File: src/design/abrc_pkg.sv
// ----------------------------------------------------------------------------
// Beacon repetition controller package
// Shared types, codes and constants for the controller and its datapath.
// ----------------------------------------------------------------------------
package abrc_pkg;

  // One million parts per million.
  localparam logic [19:0] PPM_ONE = 20'd1000000;
  // Report loss base: one million minus the header part (31+16)*8 and 16*8.
  localparam logic [19:0] RPT_BASE = 20'd999496;

  // Event kinds on the input channel.
  localparam logic [1:0] ACT_ADVERT = 2'd0;
  localparam logic [1:0] ACT_REPORT = 2'd1;
  localparam logic [1:0] ACT_SCAN_END = 2'd2;
  localparam logic [1:0] ACT_MINUTE = 2'd3;

  // Configuration register indexes.
  localparam logic [1:0] CFG_EPOCH_MINUTES = 2'd0;
  localparam logic [1:0] CFG_GATEWAY_LOSS = 2'd1;
  localparam logic [1:0] CFG_TARGET = 2'd2;

  // Result word, first field in the highest bits.
  typedef struct packed {
    logic        scan_start;
    logic [3:0]  repetitions;
    logic [31:0] heard_estimate;
    logic [3:0]  packet_index;
    logic [31:0] data_index;
    logic [15:0] epoch_number;
    logic [10:0] interval_units;
  } result_t;

  // Commands from the controller to the datapath.
  typedef struct packed {
    logic load;       // capture the input word
    logic advert;     // emit an advert payload and step counters
    logic clr_res;    // result without an advert
    logic tick;       // minute tick
    logic scan_init;  // close the scan window
    logic md_rpt;     // start report loss scaling
    logic md_scan;    // start gateway loss scaling
    logic md_sq;      // start failure squaring
    logic rpt_done;   // take report product
    logic p_load;     // take scaled success
    logic sq_done;    // take squared result
    logic set_reps;   // commit repetitions and interval
    logic push;       // move the result into the output register
  } ctrl_cmd_t;

  // Status from the datapath to the controller.
  typedef struct packed {
    logic [1:0] action;
    logic       scanning;
    logic       md_done;
    logic       p_below;
    logic       n_below_max;
    logic       out_free;
  } ctrl_status_t;

  // Advert interval for a repetition count: rate (1000-5n)/n ms, at least
  // 100 ms, in 0.625 ms units.
  function automatic logic [10:0] interval_for(input logic [3:0] n);
    logic [10:0] r;
    unique case (n)
      4'd1:    r = 11'd1592;
      4'd2:    r = 11'd792;
      4'd3:    r = 11'd524;
      4'd4:    r = 11'd392;
      4'd5:    r = 11'd312;
      4'd6:    r = 11'd257;
      4'd7:    r = 11'd219;
      4'd8:    r = 11'd192;
      4'd9:    r = 11'd169;
      default: r = 11'd160;
    endcase
    return r;
  endfunction

endpackage

File: src/design/abrc_muldiv.sv
// ----------------------------------------------------------------------------
// Scaled multiplier
// Computes floor(a*b/1000000) in registered steps: the product, a quotient
// estimate from its high half by a reciprocal multiply, the remainder of
// that estimate, and a final correction of at most two.
// ----------------------------------------------------------------------------
module abrc_muldiv (
  input  logic        clk_i,
  input  logic        rst_ni,
  input  logic        start_i,
  input  logic [19:0] a_i,
  input  logic [19:0] b_i,
  output logic        done_o,
  output logic [19:0] quot_o
);

  // 2^40 / 1000000, floored. Applied to the high half of the product, the
  // estimate never exceeds the true quotient and falls short by at most two.
  localparam logic [20:0] RECIP = 21'd1099511;
  localparam logic [21:0] ONE_M = 22'd1000000;
  localparam logic [21:0] TWO_M = 22'd2000000;

  logic [39:0] prod_q;
  logic [19:0] est_q, quot_q;
  logic [21:0] rem_q;
  logic [2:0]  stage_q;
  logic        done_q;
  logic [39:0] est_full;
  logic [39:0] est_back;
  logic [1:0]  fix;

  // Reciprocal estimate and its back product; the remainder fits 22 bits.
  assign est_full = 40'(prod_q[39:20]) * 40'(RECIP);
  assign est_back = 40'(est_q) * 40'(abrc_pkg::PPM_ONE);

  // Final correction from the remainder.
  always_comb begin
    if (rem_q >= TWO_M) begin
      fix = 2'd2;
    end else if (rem_q >= ONE_M) begin
      fix = 2'd1;
    end else begin
      fix = 2'd0;
    end
  end

  // Stage marker: product, estimate, remainder, then done.
  always_ff @(posedge clk_i or negedge rst_ni) begin
    if (!rst_ni) begin
      stage_q <= 3'd0;
      done_q  <= 1'b0;
    end else begin
      stage_q <= {stage_q[1:0], start_i};
      done_q  <= stage_q[2];
    end
  end

  // Arithmetic registers.
  always_ff @(posedge clk_i) begin
    if (start_i) begin
      prod_q <= 40'(a_i) * 40'(b_i);
    end
    if (stage_q[0]) begin
      est_q <= est_full[39:20];
    end
    if (stage_q[1]) begin
      rem_q <= prod_q[21:0] - est_back[21:0];
    end
    if (stage_q[2]) begin
      quot_q <= est_q + {18'd0, fix};
    end
  end

  assign done_o = done_q;
  assign quot_o = quot_q;

endmodule

File: src/design/abrc_datapath.sv
// ----------------------------------------------------------------------------
// Beacon repetition datapath
// Counters, success product, configuration registers, the scaled multiplier
// and the output register.
// ----------------------------------------------------------------------------
module abrc_datapath #(
  parameter int MAX_REPEATS = 10
) (
  input  logic                     clk_i,
  input  logic                     rst_ni,
  input  logic [1:0]               action_i,
  input  logic [4:0]               report_length_i,
  input  logic                     cfg_we_i,
  input  logic [1:0]               cfg_addr_i,
  input  logic [19:0]              cfg_data_i,
  input  abrc_pkg::ctrl_cmd_t      cmd_i,
  output abrc_pkg::ctrl_status_t   st_o,
  input  logic                     out_ready_i,
  output logic                     out_valid_o,
  output logic                     out_advert_o,
  output abrc_pkg::result_t        out_res_o
);

  logic [7:0]  epoch_min_q;
  logic [19:0] loss_q, target_q;
  logic [1:0]  action_q;
  logic [4:0]  len_q;
  logic [10:0] interval_q;
  logic [15:0] epoch_q;
  logic [31:0] data_q, estimate_q, heard_q;
  logic [3:0]  packet_q, repeat_q, n_q;
  logic        pending_q, scanning_q;
  logic [7:0]  minute_q;
  logic [19:0] product_q, p_q;
  logic        res_adv_q, out_valid_q, out_adv_q;
  abrc_pkg::result_t res_q, out_res_q;

  logic        md_start, md_done;
  logic [19:0] md_a, md_b, md_q, loss_clamp, fail;
  logic [3:0]  packet_inc;
  logic [7:0]  minute_inc;
  logic        out_free;

  assign loss_clamp = (loss_q > abrc_pkg::PPM_ONE) ? abrc_pkg::PPM_ONE : loss_q;
  assign fail       = abrc_pkg::PPM_ONE - p_q;
  assign packet_inc = packet_q + 4'd1;
  assign minute_inc = minute_q + 8'd1;
  assign out_free   = !out_valid_q || out_ready_i;

  // Operand selection for the shared scaled multiplier.
  assign md_start = cmd_i.md_rpt || cmd_i.md_scan || cmd_i.md_sq;
  always_comb begin
    md_a = fail;
    md_b = fail;
    if (cmd_i.md_rpt) begin
      md_a = product_q;
      md_b = abrc_pkg::RPT_BASE - {12'd0, len_q, 3'b000};
    end else if (cmd_i.md_scan) begin
      md_a = product_q;
      md_b = abrc_pkg::PPM_ONE - loss_clamp;
    end
  end

  abrc_muldiv u_muldiv (
    .clk_i   (clk_i),
    .rst_ni  (rst_ni),
    .start_i (md_start),
    .a_i     (md_a),
    .b_i     (md_b),
    .done_o  (md_done),
    .quot_o  (md_q)
  );

  // Configuration writes.
  always_ff @(posedge clk_i or negedge rst_ni) begin
    if (!rst_ni) begin
      epoch_min_q <= 8'd10;
      loss_q      <= 20'd78800;
      target_q    <= 20'd990000;
    end else if (cfg_we_i) begin
      case (cfg_addr_i)
        abrc_pkg::CFG_EPOCH_MINUTES: epoch_min_q <= cfg_data_i[7:0];
        abrc_pkg::CFG_GATEWAY_LOSS:  loss_q      <= cfg_data_i;
        abrc_pkg::CFG_TARGET:        target_q    <= cfg_data_i;
        default: ;
      endcase
    end
  end

  // Input word capture.
  always_ff @(posedge clk_i) begin
    if (cmd_i.load) begin
      action_q <= action_i;
      len_q    <= report_length_i;
    end
  end

  // Scan-end search registers.
  always_ff @(posedge clk_i or negedge rst_ni) begin
    if (!rst_ni) begin
      p_q <= 20'd0;
      n_q <= 4'd1;
    end else begin
      if (cmd_i.scan_init) begin
        n_q <= 4'd1;
      end
      if (cmd_i.p_load) begin
        p_q <= md_q;
      end
      if (cmd_i.md_sq) begin
        n_q <= n_q + 4'd1;
      end
      if (cmd_i.sq_done) begin
        p_q <= abrc_pkg::PPM_ONE - md_q;
      end
    end
  end

  // Beacon state and the result being built.
  always_ff @(posedge clk_i or negedge rst_ni) begin
    if (!rst_ni) begin
      interval_q <= 11'd1592;
      epoch_q    <= 16'd0;
      data_q     <= 32'd0;
      packet_q   <= 4'd0;
      estimate_q <= 32'd0;
      repeat_q   <= 4'd1;
      pending_q  <= 1'b0;
      minute_q   <= 8'd0;
      scanning_q <= 1'b0;
      heard_q    <= 32'd0;
      product_q  <= abrc_pkg::PPM_ONE;
      res_adv_q  <= 1'b0;
      res_q      <= '0;
    end else begin
      if (cmd_i.clr_res) begin
        res_adv_q <= 1'b0;
        res_q     <= '0;
      end
      if (cmd_i.tick) begin
        if (minute_inc >= epoch_min_q) begin
          minute_q  <= 8'd0;
          pending_q <= 1'b1;
        end else begin
          minute_q <= minute_inc;
        end
      end
      if (cmd_i.rpt_done) begin
        product_q <= md_q;
        heard_q   <= heard_q + 32'd1;
      end
      if (cmd_i.scan_init) begin
        scanning_q <= 1'b0;
        estimate_q <= heard_q;
      end
      if (cmd_i.set_reps) begin
        repeat_q   <= n_q;
        interval_q <= abrc_pkg::interval_for(n_q);
      end
      // Advert payload holds the values before the counters step.
      if (cmd_i.advert) begin
        res_adv_q                <= 1'b1;
        res_q.interval_units     <= interval_q;
        res_q.epoch_number       <= epoch_q;
        res_q.data_index         <= data_q;
        res_q.packet_index       <= packet_q;
        res_q.heard_estimate     <= estimate_q;
        res_q.repetitions        <= repeat_q;
        res_q.scan_start         <= (packet_inc >= repeat_q) && pending_q;
        if (packet_inc >= repeat_q) begin
          packet_q <= 4'd0;
          if (pending_q) begin
            pending_q        <= 1'b0;
            data_q           <= 32'd0;
            epoch_q          <= epoch_q + 16'd1;
            heard_q          <= 32'd0;
            product_q        <= abrc_pkg::PPM_ONE;
            scanning_q       <= 1'b1;
          end else begin
            data_q <= data_q + 32'd1;
          end
        end else begin
          packet_q <= packet_inc;
        end
      end
    end
  end

  // Output register: holds one word until the receiver takes it.
  always_ff @(posedge clk_i or negedge rst_ni) begin
    if (!rst_ni) begin
      out_valid_q <= 1'b0;
    end else if (cmd_i.push) begin
      out_valid_q <= 1'b1;
    end else if (out_ready_i) begin
      out_valid_q <= 1'b0;
    end
  end

  always_ff @(posedge clk_i) begin
    if (cmd_i.push) begin
      out_adv_q <= res_adv_q;
      out_res_q <= res_q;
    end
  end

  assign st_o.action      = action_q;
  assign st_o.scanning    = scanning_q;
  assign st_o.md_done     = md_done;
  assign st_o.p_below     = p_q < target_q;
  assign st_o.n_below_max = n_q < 4'(MAX_REPEATS);
  assign st_o.out_free    = out_free;

  assign out_valid_o  = out_valid_q;
  assign out_advert_o = out_adv_q;
  assign out_res_o    = out_res_q;

  // The search count never passes the repetition limit.
  assert property (@(posedge clk_i) disable iff (!rst_ni)
    (n_q >= 4'd1) && (n_q <= 4'(MAX_REPEATS)))
    else $error("repetition search count out of range");

  // Committed repetitions stay within the limit.
  assert property (@(posedge clk_i) disable iff (!rst_ni)
    (repeat_q >= 4'd1) && (repeat_q <= 4'(MAX_REPEATS)))
    else $error("repetitions out of range");

  // A result is pushed only into a free output slot.
  assert property (@(posedge clk_i) disable iff (!rst_ni)
    cmd_i.push |-> out_free)
    else $error("result pushed over a waiting word");

endmodule

File: src/design/abrc_ctrl.sv
// ----------------------------------------------------------------------------
// Beacon repetition controller sequencer
// State machine that decodes each event and steps the datapath through it.
// ----------------------------------------------------------------------------
module abrc_ctrl (
  input  logic                   clk_i,
  input  logic                   rst_ni,
  input  logic                   in_valid_i,
  output logic                   in_ready_o,
  input  abrc_pkg::ctrl_status_t st_i,
  output abrc_pkg::ctrl_cmd_t    cmd_o
);

  localparam logic [2:0] ST_IDLE      = 3'd0;
  localparam logic [2:0] ST_DECODE    = 3'd1;
  localparam logic [2:0] ST_WAIT_RPT  = 3'd2;
  localparam logic [2:0] ST_WAIT_SCAN = 3'd3;
  localparam logic [2:0] ST_CHECK     = 3'd4;
  localparam logic [2:0] ST_WAIT_SQ   = 3'd5;
  localparam logic [2:0] ST_ADVERT    = 3'd6;
  localparam logic [2:0] ST_OUT       = 3'd7;

  logic [2:0] state_q, state_d;

  // Next state and commands.
  always_comb begin
    state_d = state_q;
    cmd_o   = '0;
    unique case (state_q)
      ST_IDLE: begin
        if (in_valid_i) begin
          cmd_o.load = 1'b1;
          state_d    = ST_DECODE;
        end
      end
      ST_DECODE: begin
        unique case (st_i.action)
          abrc_pkg::ACT_ADVERT: begin
            if (st_i.scanning) begin
              cmd_o.clr_res = 1'b1;
            end else begin
              cmd_o.advert = 1'b1;
            end
            state_d = ST_OUT;
          end
          abrc_pkg::ACT_REPORT: begin
            cmd_o.clr_res = 1'b1;
            if (st_i.scanning) begin
              cmd_o.md_rpt = 1'b1;
              state_d      = ST_WAIT_RPT;
            end else begin
              state_d = ST_OUT;
            end
          end
          abrc_pkg::ACT_SCAN_END: begin
            if (st_i.scanning) begin
              cmd_o.md_scan   = 1'b1;
              cmd_o.scan_init = 1'b1;
              state_d         = ST_WAIT_SCAN;
            end else begin
              cmd_o.clr_res = 1'b1;
              state_d       = ST_OUT;
            end
          end
          default: begin
            cmd_o.tick    = 1'b1;
            cmd_o.clr_res = 1'b1;
            state_d       = ST_OUT;
          end
        endcase
      end
      ST_WAIT_RPT: begin
        if (st_i.md_done) begin
          cmd_o.rpt_done = 1'b1;
          state_d        = ST_OUT;
        end
      end
      ST_WAIT_SCAN: begin
        if (st_i.md_done) begin
          cmd_o.p_load = 1'b1;
          state_d      = ST_CHECK;
        end
      end
      ST_CHECK: begin
        if (st_i.p_below && st_i.n_below_max) begin
          cmd_o.md_sq = 1'b1;
          state_d     = ST_WAIT_SQ;
        end else begin
          cmd_o.set_reps = 1'b1;
          state_d        = ST_ADVERT;
        end
      end
      ST_WAIT_SQ: begin
        if (st_i.md_done) begin
          cmd_o.sq_done = 1'b1;
          state_d       = ST_CHECK;
        end
      end
      ST_ADVERT: begin
        cmd_o.advert = 1'b1;
        state_d      = ST_OUT;
      end
      ST_OUT: begin
        if (st_i.out_free) begin
          cmd_o.push = 1'b1;
          state_d    = ST_IDLE;
        end
      end
      default: state_d = ST_IDLE;
    endcase
  end

  always_ff @(posedge clk_i or negedge rst_ni) begin
    if (!rst_ni) begin
      state_q <= ST_IDLE;
    end else begin
      state_q <= state_d;
    end
  end

  assign in_ready_o = state_q == ST_IDLE;

  // A multiplier result arrives only while it is awaited.
  assert property (@(posedge clk_i) disable iff (!rst_ni)
    st_i.md_done |-> (state_q == ST_WAIT_RPT || state_q == ST_WAIT_SCAN ||
                      state_q == ST_WAIT_SQ))
    else $error("unexpected multiplier completion");

  // Every accepted word reaches the output stage before the next is taken.
  assert property (@(posedge clk_i) disable iff (!rst_ni)
    cmd_o.push |=> state_q == ST_IDLE)
    else $error("sequencer did not return to idle after a push");

  // Advert emission follows a committed repetition count on scan end.
  assert property (@(posedge clk_i) disable iff (!rst_ni)
    (state_q == ST_ADVERT) |-> $past(cmd_o.set_reps))
    else $error("scan-end advert without a repetition update");

endmodule

File: src/design/adaptive_beacon_repetition_controller.sv
// ----------------------------------------------------------------------------
// Adaptive beacon repetition controller
// Event-driven controller that paces a repeating beacon and adapts its
// repetition count from the reports heard during a scan window.
// ----------------------------------------------------------------------------
// Usage:
//   Input words carry an event kind on s_axis_tuser and a report length on
//   s_axis_tdata. Every accepted word yields exactly one output word;
//   m_axis_tuser is 1 when the word is an advert payload, and the payload
//   fields are zero otherwise. Configuration is written through
//   cfg_we_i/cfg_addr_i/cfg_data_i while no word is in work.
// Sequence:
//   Advert, tick and ignored events pass from decode straight to the output
//   stage; a heard report first waits for the shared scaled multiplier, and a
//   scan end waits for it once for the gateway loss and once per squaring step
//   of the repetition search, since each squaring step reuses the multiplier.
//   One word is in work at a time; the next is taken once the sequencer is
//   back in idle after the output register loads.
//   While a word waits in the output register and m_axis_tready is low,
//   the register holds it and the block waits in its last stage, so the input stalls as well.
// Reset:
//   Asynchronous, active low. Counters and configuration take their
//   defaults; the output register is empty.
// ----------------------------------------------------------------------------
module adaptive_beacon_repetition_controller #(
  parameter int MAX_REPEATS = 10
) (
  input  logic         clk_i,
  input  logic         rst_ni,
  input  logic         s_axis_tvalid,
  output logic         s_axis_tready,
  input  logic [7:0]   s_axis_tdata,   // [4:0] report_length
  input  logic [1:0]   s_axis_tuser,   // [1:0] action
  output logic         m_axis_tvalid,
  input  logic         m_axis_tready,
  // [10:0] interval_units, [26:11] epoch_number, [58:27] data_index,
  // [62:59] packet_index, [94:63] heard_estimate, [98:95] repetitions,
  // [99] scan_start
  output logic [103:0] m_axis_tdata,
  output logic         m_axis_tuser,   // [0] advert_valid
  input  logic         cfg_we_i,
  input  logic [1:0]   cfg_addr_i,
  input  logic [19:0]  cfg_data_i
);

  abrc_pkg::ctrl_cmd_t    cmd;
  abrc_pkg::ctrl_status_t st;
  abrc_pkg::result_t      res;

  abrc_ctrl u_ctrl (
    .clk_i      (clk_i),
    .rst_ni     (rst_ni),
    .in_valid_i (s_axis_tvalid),
    .in_ready_o (s_axis_tready),
    .st_i       (st),
    .cmd_o      (cmd)
  );

  abrc_datapath #(
    .MAX_REPEATS (MAX_REPEATS)
  ) u_datapath (
    .clk_i           (clk_i),
    .rst_ni          (rst_ni),
    .action_i        (s_axis_tuser),
    .report_length_i (s_axis_tdata[4:0]),
    .cfg_we_i        (cfg_we_i),
    .cfg_addr_i      (cfg_addr_i),
    .cfg_data_i      (cfg_data_i),
    .cmd_i           (cmd),
    .st_o            (st),
    .out_ready_i     (m_axis_tready),
    .out_valid_o     (m_axis_tvalid),
    .out_advert_o    (m_axis_tuser),
    .out_res_o       (res)
  );

  assign m_axis_tdata = {4'd0, res};

endmodule
File: config.mk
export PLATFORM = sky130hd
export DESIGN_NAME = adaptive_beacon_repetition_controller
export DESIGN_NICKNAME = d
export VERILOG_FILES = /design/src/design/abrc_pkg.sv /design/src/design/abrc_muldiv.sv /design/src/design/abrc_datapath.sv /design/src/design/abrc_ctrl.sv /design/src/design/adaptive_beacon_repetition_controller.sv
export SDC_FILE = /design/constraint.sdc
export NUM_CORES = 2
export LEC_CHECK = 0
export ABC_AREA = 1
export BUFFER_PORTS_ARGS = -buffer_cell sky130_fd_sc_hd__buf_2
export CAP_MARGIN = 15
export CORE_ASPECT_RATIO = 0.8
export CORE_UTILIZATION = 30
export DETAILED_ROUTE_END_ITERATION = 12
export GPL_ROUTABILITY_DRIVEN = 0
export PLACE_DENSITY = 0.49
export REMOVE_ABC_BUFFERS = 1
export SLEW_MARGIN = 20
export SYNTH_ARGS = -nofsm -noshare
export SYNTH_HDL_FRONTEND = slang
export SYNTH_SLANG_ARGS = --single-unit
export TNS_END_PERCENT = 100
File: constraint.sdc
create_clock -name clk_i -period 9.96 [get_ports clk_i]
set_clock_uncertainty 0.05 [all_clocks]
set_input_delay 2.988 -clock clk_i [delete_from_list [all_inputs] [get_ports clk_i]]
set_output_delay 2.988 -clock clk_i [all_outputs]
set_load 0.02 [all_outputs]
==> results.toml <==
[layout]
layout.nets = 6371
layoutNonFillerInstCount = 7559
n_antenna_cell = 0
drive_gt1_share_pct = 8.92
layout_commonest_cell = "inv_1"
fin_area_mm2 = 0.0529
area_growth_pct = 10.9
final_cell_mix = "inv_1, nand2_1, fa_1"

[placed_design]
dpl-instance-area_mm2 = 0.0509
place_inst = 7449
dpl.hpwl_mm = 109
port-buffer-count = 136

[floorplanning]
fp-row-count = 130
coreArea_mm2 = 0.157
die_x_um = 448
ioPinCount = 144
die_area_mm2 = 0.161
start_util_pct = 30.3
die_h_um = 359

[route]
ant_nets = 0
totalWireLength_mm = 136
drt_first_pass_iters = 5
drt_iter0_drc = 2307
drc = 0
via_per_inst = 4.64
vias = 35100
wl_per_cell_um = 18.0

[timing]
finalSetupViolations = 0
max_slew_margin_pct = 32.1
slew_violations = 0
hold_violations = 0
rsz0062_at_grt = "false"
setup_tns_ns = 0
worstMarginPinSlew_ns = 1.02
fin_crit_sh_pct = 93.7
fmax_mhz = 107
whs_ns = 0.395
period_needed_ns = 9.33

[setup_path]
crit_path_end_kind = "register"
crit_top_cell = "inv_1"
arrival_ns = 9.72
crit_type = "reg -> reg"
cp_max_fo = 26
cp_slowest_cell = "dfstp_2"
crit_path_start_kind = "register"
cpPeakStageDelay_ns = 0.60
cp.required_ns = 10.35

[status]
status = "finished clean"

[logic_synthesis]
synth_cells = 5270
syn_area_mm2 = 0.0477
avgSynthCellArea_um2 = 9.05
yosysSeqAreaShare_pct = 30.5
synth-edff-count = 198
async_flop_share_pct = 63.3
synth.distinct_cells = 69
synth_ff_type = "dfrtp_1"
ys_warn_count = 0
synth-seq-cells = 540

[clock_network]
post-cts-setup-buffers = 0
cts_inserted_buffers = 58
clk_pin_slew_ns = 0.06
cts_resized = 0
cts_tree = "done"
clk_path_buf_depth = 3
clk-insertion-delay-late_ns = 0.65
root_buffer = "clkbuf_16"
postCtsHoldBufs = 0
htree_levels = 2
clock-sinks = 540

[grt]
grt_pass1_vias = 36000
grt_max_degree = 132
grt_pass1_wl_mm = 213
grt-ovfl-total = 0
track_usage_pct = 17.1
antenna_found_initial = 3

[min_path]
hold_class = "reg -> reg"

[job]
drv_cap = 0
## layer usage
layer  part of all wire (%)  vias up  track usage (%)
met5                      0        -                0
met4                    1.8        0             3.19
met3                    5.3      119             2.46
met2                     44      760             26.6
met1                     49    17300             25.3
li1                       -    16900                -
## sequential cells by signal, summed over array words and instances, names as in the netlist, 2 cells and up
register                     count
u_datapath.target_q             20
u_datapath.res_q               100
u_datapath.heard_q              32
u_datapath.interval_q           11
u_datapath.n_q                   4
u_datapath.u_muldiv.rem_q       16
u_datapath.data_q               32
u_datapath.epoch_q              16
u_datapath.repeat_q              4
u_datapath.loss_q               20
u_datapath.u_muldiv.est_q       20
u_datapath.epoch_min_q           8
u_datapath.action_q              2
u_datapath.minute_q              8
u_datapath.product_q            20
u_datapath.len_q                 5
u_datapath.u_muldiv.prod_q      34
u_datapath.estimate_q           32
u_datapath.u_muldiv.quot_o      20
u_datapath.packet_q              4
u_ctrl.state_q                   3
u_datapath.p_q                  20
u_datapath.out_res_o           100
u_datapath.u_muldiv.stage_q      3
## layout make-up
class | instances | area [um^2]
Fill cell | 16500 | 105000
Tap cell | 2112 | 2640
Clock buffer | 89 | 1740
Timing Repair Buffer | 205 | 1250
Sequential cell | 540 | 14500
Inverter | 1112 | 4180
Clock inverter | 21 | 259
Multi-Input combinational cell | 3480 | 28300
## critical path, delay by kind of cell (launching register included)
family	cells	cell delay [ns]
adder cells (fa/ha/maj)	9	4.25
AND/OR/NAND/NOR	20	2.62
buffers and inverters	12	0.96
flip-flops	1	0.60
AO/OA/AOI/OAI	1	0.33
XOR/XNOR	1	0.28
## path summary, 6_finish.rpt
kind                                      start                             end  slack, ns  depth (start not counted)
setup / recovery           u_datapath.loss_q[9]  u_datapath.u_muldiv.prod_q[38]       0.63                         43
hold / removal             u_datapath.res_q[18]        u_datapath.out_res_o[18]       0.39                          0
setup reg to reg           u_datapath.loss_q[9]  u_datapath.u_muldiv.prod_q[38]       0.63                         43
hold reg to reg            u_datapath.res_q[18]        u_datapath.out_res_o[18]       0.39                          0
max in group asynchronous                rst_ni           u_datapath.loss_q[17]       6.22                          2
min in group asynchronous                rst_ni            u_datapath.res_q[54]       2.31                          1
## Yosys cell counts (all sizes together), types with 5 or more instances
library cell | count | share of area (%)
inv | 1109 | 8.7
nand2 | 863 | 7.0
fa | 486 | 20
ha | 451 | 12
nor2 | 382 | 3.2
nand3 | 309 | 3.5
dfrtp | 308 | 16
o21ai | 276 | 3.1
a21oi | 211 | 2.2
edfxtp | 198 | 12
xor2 | 142 | 2.6
clkbuf | 77 | 0.61
nor3 | 71 | 0.85
buf | 64 | 0.89
xnor2 | 52 | 0.96
nand4 | 47 | 0.62
dfstp | 34 | 1.9
a31oi | 30 | 0.42
o31ai | 24 | 0.38
o211ai | 22 | 0.35
nor4 | 20 | 0.26
o21a | 13 | 0.20
a21o | 12 | 0.19
or2 | 11 | 0.14
nand3b | 9 | 0.15
o21bai | 9 | 0.14
o22ai | 7 | 0.13
a21boi | 5 | 0.079
## kinds of logic (layout without fill, tap and decap cells)
logic type / Yosys count / count (layout) / synth area share (%)
xor gates and xnor gates: 194 / 194 / 3.58
and+or+nand+nor: 1714 / 1714 / 15.7
muxes: 1 / 1 / 0.0210
other: 1 / 4 / 0.00786
DFF: 540 / 540 / 30.5
buffers and inverters: 1253 / 1427 / 10.3
adders and majority gates: 937 / 937 / 32.2
AOI/OAI and AO/OA: 630 / 630 / 7.66
## stage by stage
stage | setup WS, ns | utilization, %
floorplan | 1.67 | -
global placement | 0.751 | 32.3
detailed placement | 0.725 | 32.3
CTS | 0.682 | 33.6
global route | 0.0480 | 33.6
finish | 0.627 | 33.6
Power is left out: the tool's default activity adds up to more than one toggle a clock period on the data nets, which glitch-free logic cannot reach.
